### config.mk
export PLATFORM = sky130hd
export DESIGN_NAME = keyed_set_store
export DESIGN_NICKNAME = d
export VERILOG_FILES = /design/src/design/kss_pkg.sv /design/src/design/kss_cell.sv /design/src/design/keyed_set_store.sv
export SDC_FILE = /design/constraint.sdc
export NUM_CORES = 2
export LEC_CHECK = 0
export BUFFER_PORTS_ARGS = -buffer_cell sky130_fd_sc_hd__buf_2
export CAP_MARGIN = 20
export CORE_ASPECT_RATIO = 0.7
export CORE_MARGIN = 2
export CORE_UTILIZATION = 30
export CTS_BUF_LIST = sky130_fd_sc_hd__clkbuf_8
export CTS_CLUSTER_DIAMETER = 50
export CTS_CLUSTER_SIZE = 40
export DETAILED_ROUTE_END_ITERATION = 6
export SYNTH_ARGS = -nofsm -noshare
export SYNTH_HDL_FRONTEND = slang
export SYNTH_HIERARCHICAL = 1
export SYNTH_SLANG_ARGS = --single-unit
### constraint.sdc
create_clock -name clock -period 7.36 [get_ports clock]
set_input_delay 0.736 -clock clock [delete_from_list [all_inputs] [get_ports clock]]
set_output_delay 0.736 -clock clock [all_outputs]
set_load 0.01 [all_outputs]
### src/design/kss_pkg.sv
// kss_pkg: operation codes, status codes, fsm states and the cell control
// struct shared by the keyed set store modules
// no dependencies
package kss_pkg;

   localparam int KEY_BITS       = 32;
   localparam int COUNT_OUT_BITS = 5;

   typedef enum logic [1:0] {
      KIND_ADD    = 2'd0,
      KIND_REMOVE = 2'd1,
      KIND_GET    = 2'd2,
      KIND_POP    = 2'd3
   } kind_type;

   typedef enum logic [2:0] {
      ST_OK      = 3'd0,
      ST_DUP     = 3'd1,
      ST_MISSING = 3'd2,
      ST_EMPTY   = 3'd3,
      ST_FULL    = 3'd4
   } status_type;

   typedef enum logic {
      S_IDLE = 1'b0,
      S_EXEC = 1'b1
   } state_type;

   // broadcast control from the sequencer to every cell
   typedef struct packed {
      logic cmp_en;    // capture select flag against the key bus
      logic is_pop;    // select the last occupied cell instead of a key match
      logic write_en;  // append key bus and handle into the cell at the count
      logic shift_en;  // close the gap after the selected cell
   } cell_ctl_type;

endpackage

### src/design/kss_cell.sv
// kss_cell: one slot of the store, holding a key and a handle, with its
// own compare and a link to the next slot for gap closing
// depends on kss_pkg
module kss_cell #(
   parameter int IDX         = 0,
   parameter int HANDLE_BITS = 8,
   parameter int COUNT_BITS  = 5
) (
   input  logic                     clock,
   input  kss_pkg::cell_ctl_type    ctl,
   input  logic [31:0]              key_bus,
   input  logic [HANDLE_BITS-1:0]   handle_bus,
   input  logic [COUNT_BITS-1:0]    count,
   input  logic [31:0]              nb_key,
   input  logic [HANDLE_BITS-1:0]   nb_handle,
   input  logic                     past_in,
   output logic [31:0]              key,
   output logic [HANDLE_BITS-1:0]   handle,
   output logic                     sel,
   output logic                     past_out
);
   import kss_pkg::*;

   logic [31:0]            key_ff;
   logic [HANDLE_BITS-1:0] handle_ff;
   logic                   sel_ff;
   logic                   occupied;
   logic                   is_last;
   logic                   is_tail;

   assign occupied = COUNT_BITS'(IDX) < count;
   assign is_last  = COUNT_BITS'(IDX + 1) == count;
   assign is_tail  = COUNT_BITS'(IDX) == count;

   always_ff @(posedge clock) begin
      if (ctl.cmp_en) begin
         sel_ff <= ctl.is_pop ? is_last : (occupied && key_ff == key_bus);
      end
   end

   always_ff @(posedge clock) begin
      if (ctl.write_en && is_tail) begin
         key_ff    <= key_bus;
         handle_ff <= handle_bus;
      end else if (ctl.shift_en && (past_in || sel_ff)) begin
         key_ff    <= nb_key;
         handle_ff <= nb_handle;
      end
   end

   assign key      = key_ff;
   assign handle   = handle_ff;
   assign sel      = sel_ff;
   assign past_out = past_in | sel_ff;

endmodule

### src/design/keyed_set_store.sv
// keyed_set_store: order-preserving keyed set built as a row of cells
// the cells capture their compare at the req transfer edge; the execute edge in
//   S_EXEC then updates the row and loads the output register and rsp_valid
// req_ready is high only in S_IDLE, so a new item is taken only after the last
//   one has executed; the execute edge waits while an unaccepted response still
//   holds the output register
// reset clears the fill count, the sequencer and rsp_valid and holds req_ready low;
//   cell contents are undefined until written and only cells below the count are read
module keyed_set_store #(
   parameter int CAPACITY    = 16,
   parameter int HANDLE_BITS = 8
) (
   input  logic                    clock,
   input  logic                    reset,
   input  logic                    req_valid,
   output logic                    req_ready,
   input  logic [1:0]              req_kind,
   input  logic signed [31:0]      req_key,
   input  logic [HANDLE_BITS-1:0]  req_handle_in,
   output logic                    rsp_valid,
   input  logic                    rsp_ready,
   output logic                    rsp_found,
   output logic [HANDLE_BITS-1:0]  rsp_handle_out,
   output logic signed [31:0]      rsp_key_out,
   output logic [2:0]              rsp_status,
   output logic [4:0]              rsp_count
);
   import kss_pkg::*;

   localparam int CW = $clog2(CAPACITY + 1);

   // sequencer and operation registers
   state_type              state_ff, state_in;
   kind_type               op_kind_ff;
   logic [31:0]            op_key_ff;
   logic [HANDLE_BITS-1:0] op_handle_ff;
   logic [CW-1:0]          count_ff, count_in;

   // output register
   logic                   rsp_valid_ff;
   logic                   rsp_found_ff, rsp_found_in;
   logic [HANDLE_BITS-1:0] rsp_handle_ff, rsp_handle_in;
   logic [31:0]            rsp_key_ff, rsp_key_in;
   status_type             rsp_status_ff, rsp_status_in;

   // cell row
   cell_ctl_type           ctl;
   logic [31:0]            key_bus;
   logic [31:0]            cell_key [CAPACITY];
   logic [HANDLE_BITS-1:0] cell_handle [CAPACITY];
   logic [CAPACITY-1:0]    sel_vec;
   logic [CAPACITY:0]      past_chain;

   logic                   accept;
   logic                   go;
   logic                   any_sel;
   logic                   full;
   logic                   add_ok;
   logic                   take_out;
   logic [31:0]            hit_key;
   logic [HANDLE_BITS-1:0] hit_handle;

   assign accept = req_valid && req_ready;
   // the execute cycle completes only when the output register is free or being read out
   assign go     = (state_ff == S_EXEC) && (!rsp_valid_ff || rsp_ready);
   assign full   = count_ff == CW'(CAPACITY);

   // ---------------------------------------------------------------
   // row of cells; each passes its data and a past-the-hit flag down
   // ---------------------------------------------------------------
   assign past_chain[0] = 1'b0;

   for (genvar i = 0; i < CAPACITY; i++) begin : g_cell
      logic [31:0]            nb_key;
      logic [HANDLE_BITS-1:0] nb_handle;

      if (i == CAPACITY - 1) begin : g_end
         // the last cell has no neighbor, it keeps its own data
         assign nb_key    = cell_key[i];
         assign nb_handle = cell_handle[i];
      end else begin : g_mid
         assign nb_key    = cell_key[i+1];
         assign nb_handle = cell_handle[i+1];
      end

      kss_cell #(
         .IDX         (i),
         .HANDLE_BITS (HANDLE_BITS),
         .COUNT_BITS  (CW)
      ) u_cell (
         .clock      (clock),
         .ctl        (ctl),
         .key_bus    (key_bus),
         .handle_bus (op_handle_ff),
         .count      (count_ff),
         .nb_key     (nb_key),
         .nb_handle  (nb_handle),
         .past_in    (past_chain[i]),
         .key        (cell_key[i]),
         .handle     (cell_handle[i]),
         .sel        (sel_vec[i]),
         .past_out   (past_chain[i+1])
      );
   end

   // selected entry readout; at most one cell is selected
   always_comb begin
      hit_key    = '0;
      hit_handle = '0;
      for (int i = 0; i < CAPACITY; i++) begin
         hit_key    = hit_key    | (sel_vec[i] ? cell_key[i]    : '0);
         hit_handle = hit_handle | (sel_vec[i] ? cell_handle[i] : '0);
      end
   end

   assign any_sel = |sel_vec;

   // ---------------------------------------------------------------
   // sequencer: next state
   // ---------------------------------------------------------------
   always_comb begin
      state_in = state_ff;
      case (state_ff)
         S_IDLE: begin
            if (accept) begin
               state_in = S_EXEC;
            end
         end
         S_EXEC: begin
            if (go) begin
               state_in = S_IDLE;
            end
         end
         default: state_in = S_IDLE;
      endcase
   end

   // ---------------------------------------------------------------
   // execute: result fields and row update
   // ---------------------------------------------------------------
   always_comb begin
      rsp_found_in  = 1'b0;
      rsp_handle_in = '0;
      rsp_key_in    = '0;
      rsp_status_in = ST_OK;
      count_in      = count_ff;
      add_ok        = 1'b0;
      take_out      = 1'b0;
      case (op_kind_ff)
         KIND_ADD: begin
            if (any_sel) begin
               rsp_found_in  = 1'b1;
               rsp_status_in = ST_DUP;
            end else if (full) begin
               rsp_status_in = ST_FULL;
            end else begin
               add_ok   = 1'b1;
               count_in = count_ff + CW'(1);
            end
         end
         KIND_REMOVE, KIND_GET: begin
            if (any_sel) begin
               rsp_found_in  = 1'b1;
               rsp_handle_in = hit_handle;
               rsp_key_in    = hit_key;
               if (op_kind_ff == KIND_REMOVE) begin
                  take_out = 1'b1;
                  count_in = count_ff - CW'(1);
               end
            end else begin
               rsp_status_in = ST_MISSING;
            end
         end
         KIND_POP: begin
            if (count_ff == '0) begin
               rsp_status_in = ST_EMPTY;
            end else begin
               rsp_found_in  = 1'b1;
               rsp_handle_in = hit_handle;
               rsp_key_in    = hit_key;
               count_in      = count_ff - CW'(1);
            end
         end
         default: rsp_status_in = ST_OK;
      endcase
   end

   // ---------------------------------------------------------------
   // sequencer outputs: handshake, key bus and cell control
   // ---------------------------------------------------------------
   always_comb begin
      req_ready    = 1'b0;
      key_bus      = op_key_ff;
      ctl          = '0;
      case (state_ff)
         S_IDLE: begin
            // cells compare against the incoming key at the transfer edge
            req_ready  = !reset;
            key_bus    = req_key;
            ctl.cmp_en = accept;
            ctl.is_pop = req_kind == KIND_POP;
         end
         S_EXEC: begin
            ctl.write_en = go && add_ok;
            ctl.shift_en = go && take_out;
         end
         default: req_ready = 1'b0;
      endcase
   end

   // ---------------------------------------------------------------
   // registers
   // ---------------------------------------------------------------
   always_ff @(posedge clock) begin
      if (reset) begin
         state_ff     <= S_IDLE;
         count_ff     <= '0;
         rsp_valid_ff <= 1'b0;
      end else begin
         state_ff <= state_in;
         if (go) begin
            count_ff     <= count_in;
            rsp_valid_ff <= 1'b1;
         end else if (rsp_ready) begin
            rsp_valid_ff <= 1'b0;
         end
      end
   end

   always_ff @(posedge clock) begin
      if (accept) begin
         op_kind_ff   <= kind_type'(req_kind);
         op_key_ff    <= req_key;
         op_handle_ff <= req_handle_in;
      end
   end

   always_ff @(posedge clock) begin
      if (go) begin
         rsp_found_ff  <= rsp_found_in;
         rsp_handle_ff <= rsp_handle_in;
         rsp_key_ff    <= rsp_key_in;
         rsp_status_ff <= rsp_status_in;
      end
   end

   // rsp_count follows the fill count of the last completed item
   logic [CW-1:0] rsp_count_ff;

   always_ff @(posedge clock) begin
      if (go) begin
         rsp_count_ff <= count_in;
      end
   end

   assign rsp_valid      = rsp_valid_ff;
   assign rsp_found      = rsp_found_ff;
   assign rsp_handle_out = rsp_handle_ff;
   assign rsp_key_out    = rsp_key_ff;
   assign rsp_status     = rsp_status_ff;
   assign rsp_count      = COUNT_OUT_BITS'(rsp_count_ff);

   // ---------------------------------------------------------------
   // assertions
   // ---------------------------------------------------------------
   // keys are unique among occupied cells, so at most one cell is selected
   a_sel_onehot : assert property (@(posedge clock) disable iff (reset)
      state_ff == S_EXEC |-> $onehot0(sel_vec))
      else $error("more than one cell selected");

   a_count_range : assert property (@(posedge clock) disable iff (reset)
      count_ff <= CW'(CAPACITY))
      else $error("fill count beyond capacity");

   // a dropped add only happens on a full store
   a_full_count : assert property (@(posedge clock) disable iff (reset)
      go && rsp_status_in == ST_FULL |=> rsp_count_ff == CW'(CAPACITY))
      else $error("full status with store not full");

   // pop of a nonempty store always finds its last cell
   a_pop_hit : assert property (@(posedge clock) disable iff (reset)
      state_ff == S_EXEC && op_kind_ff == KIND_POP && count_ff != '0 |-> any_sel)
      else $error("pop found no last cell");

endmodule

==> results_dict.tcl <==
set metrics [dict create \
    status "finished, violations left" \
    violations "design-rule violations" \
    fmax_ghz 0.163 \
    finalHoldViolations 0 \
    synthAdderAreaFrac_pct 0.172 \
    hold_start "req_key[11]" \
    path_depth 18 \
    synth_top_family_by_area "multiplexers" \
    worst_path_max_delay_cell "edfxtp_1" \
    syn_avg_cell_area_um2 15.0 \
    worst_r2r_path_depth 18 \
    synth_edf_count 747 \
    clock_sinks 754 \
    die_h_um 323 \
    vias 31000 \
    reg2reg_from "g_cell[0].u_cell/sel" \
    port_buffers 96 \
    yosys.area_share.simple_pct 5.57 \
    cts_made_buffers 84 \
    drt_pre_antenna_iters 7 \
    fin_nets 3112 \
    final_core_util_pct 33.3 \
    clock_tree.buffer_depth 3 \
    min_period_ns 6.15 \
    placed_cell_area_um2 46200 \
    setup_violations 0 \
    holdPathStages 1 \
    async_flop_share_pct 0 \
    synth_largest_type_area_fraction_pct 51.4 \
    synth.ff_latch_count 754 \
    grt_max_degree 55 \
    h-tree-depth 3 \
    clock_skew_ns 0.0908 \
    yosysSeqAreaShare_pct 51.7 \
    clkTransAtPathRegs_ns 0.11 \
    first_iter_violations 6367 \
    r2r_slack_ns 1.21 \
    slew_headroom_pct 11.7 \
    drcViolationCount 1 \
    worstPathMaxFanout 28 \
    vias_per_cell 6.15 \
    yosys-top-cells-area "edfxtp_1 (51%), mux2_4 (16%), xnor2_1 (8.2%)" \
    post_cts_resized 0 \
    final_area_um2 48300 \
    hold_path_class "primary input to flip-flop" \
    critPathBufInv 1 \
    root_buffer "clkbuf_8" \
    power.total_mw 9.25 \
    routedWlPerCell_um 38.6 \
    synth-compound-area-share_pct 7.86 \
    crit_arrival_ns 6.62 \
    grt_pass1_wl_um 258000 \
    initial_core_util_pct 30.1 \
    grt_remaining_overflow 0 \
    yosys.area.top_type "edfxtp_1" \
    drive_gt1_share_pct 35.1 \
    p_leak_nw 15.5 \
    required_ns 7.83 \
    worstHoldEndpoint "op_key_ff[11]" \
    crit_chain "or2_2 > or2_2 > or2_2 > or2_2 > or2_2 > or2_2 > or2_2 > or2_2 > or2_2 > or2_2 > or2_2 > or2_2 > or2_2 > or2_2 > or2_2 > or2_2 > a21o_2 > buf_4" \
    cpMostUsedCell "or2_2" \
    clk_latency_ns 0.87 \
    period_share_pct 83.5 \
    dp_hpwl_um 134000 \
    core_area_um2 145000 \
    synthFlopType "edfxtp_1" \
    area_growth_pct 10.6 \
    slowest_delay_ns 0.39 \
    synthMuxAreaShare_pct 21.5 \
    synth_cells 2911 \
    final_max_slew_viol_count 0 \
    antenna_found_initial 17 \
    post_cts_buffers 0 \
    tritoncts "built" \
    rsz0062_at_grt "no" \
    critical_path_class "flip-flop to flip-flop" \
    maxCapViolations 0 \
    post-place-ws_ns 1.36 \
    hold_buffers 0 \
    die_w_um 460 \
    routed_wl_um 194000 \
    track_usage_pct 25.4 \
    ir_drop_mv 0.150 \
    endpoint_kind "flip-flop" \
    synthXorXnorAreaFrac_pct 10.3 \
    netlist_area_um2 43600 \
    grt_pass1_vias 28300 \
    ys_types 81 \
    ioPinCount 97 \
    crit_path_start_kind "flip-flop" \
    power.density_nw_per_um2 192 \
    synth_fp_nets 2963 \
    worstReg2RegEnd "g_cell[15].u_cell/key[6]" \
    place.gp.congestion 1.03 \
    finalSetupTns_ns 0 \
    synth_warnings 6 \
    rows 117 \
    worst_slack_ns 1.21 \
    design.die.area_um2 149000 \
    worst_pin_slew_ns 1.31 \
    postRouteAntennaNets 0 \
    crit_family "simple AND/OR/NAND/NOR gates" \
    nFillCells 14200 \
]
## stage by stage
step	instances	hold slack, ns
finish	5042	0.0878
global route	5036	0.0358
CTS	5032	0.0240
detailed placement	4876	0.567
global placement	4873	0.559
floorplan	2911	0.530
## flip-flops by register name (all words and copies together) (netlist names)
name,count
g_cell.u_cell/key,512
g_cell.u_cell/handle,128
op_key_ff,32
rsp_key_out,32
g_cell.u_cell/sel,16
op_handle_ff,8
rsp_handle_out,8
count_ff,5
rsp_count,5
rsp_status,3
op_kind_ff,2
rsp_found,1
rsp_valid,1
state_ff,1
## where the power goes
group          internal (mW)  switching, mW  total, mW
combinational          0.284          0.770       1.05
sequential              4.72         0.0382       4.76
clock                   1.44           2.00       3.43
## layout make-up
cell class	count	area, um^2	area share [%]
multi-input cells	2000	19900	41.2
inverters	8	30.0	0.0622
clock inverters	70	778	1.61
well taps	1904	2380	4.94
diodes	8	20.0	0.0415
clock buffers	86	1180	2.45
flip-flops and latches	754	22600	46.8
repair buffers	212	1390	2.88
## logic make-up after synthesis
| kind of cell | after synthesis |
|---|---|
| AO/OA/AOI/OAI | 429 |
| AND/OR/NAND/NOR | 372 |
| XOR/XNOR | 515 |
| adder cells (fa/ha/maj) | 6 |
| buffers and inverters | 157 |
| other | 1 |
| flip-flops | 754 |
| multiplexers | 677 |
## worst max path at each step
stage                     slack (ns)                          end            startpoint
after floorplan                 1.50  g_cell[15].u_cell/handle[0]  g_cell[0].u_cell/sel
after global placement          1.32     g_cell[15].u_cell/key[7]  g_cell[0].u_cell/sel
after detailed placement        1.36     g_cell[15].u_cell/key[7]  g_cell[0].u_cell/sel
after CTS                       1.29     g_cell[15].u_cell/key[6]  g_cell[0].u_cell/sel
after global routing            1.09     g_cell[15].u_cell/key[6]  g_cell[0].u_cell/sel
final                           1.21     g_cell[15].u_cell/key[6]  g_cell[0].u_cell/sel
## synth_stat cells, types with 6 or more instances
cell and instances:
o21ai_0 15, mux2_2 193, xnor2_1 409, and3_1 47, a21oi_1 15, or2_2 18
or4_1 7, buf_2 6, ha_1 6, nand4_1 107, clkbuf_1 71, a21o_1 10
a22o_1 120, edfxtp_1 747, inv_1 8, a221oi_1 121, nor2_1 16, a22oi_1 80
nand3_1 20, a31oi_1 42, buf_12 17, buf_6 46, dfxtp_1 7, nand2_1 42
nor4_1 46, xor2_1 106, mux2_1 11, mux2_4 468, nor3_1 16
## placed cells by master, fill, tap and decap left out, types with 44 or more instances in the layout
cell type  count
and3_1        45
edfxtp_1     747
clkbuf_8      86
xnor2_1      409
a221oi_1     121
nand4_1      107
a22oi_1       80
xor2_1       106
buf_2         98
mux2_4       468
a22o_1       120
nor4_1        44
mux2_2       193
buf_4        111
## worst reg2reg max path, cell delays in order (launching register included)
cell and delay, ns:
edfxtp_1 0.39, or2_2 0.32, or2_2 0.28, or2_2 0.29
or2_2 0.29, or2_2 0.29, or2_2 0.29, or2_2 0.30
or2_2 0.29, or2_2 0.29, or2_2 0.29, or2_2 0.29
or2_2 0.30, or2_2 0.29, or2_2 0.28, or2_2 0.29
or2_2 0.28, a21o_2 0.35, buf_4 0.34
## layer usage
layer	up-vias	share of wire [%]	routed length, um	GRT usage, %
met5	-	0.12	236	0
met4	14	3.1	6070	6.76
met3	376	17	32900	11.8
met2	2753	38	73900	33.2
met1	16000	42	81400	36.8
li1	11900	-	-	-
(Power assumes the default switching activity.)
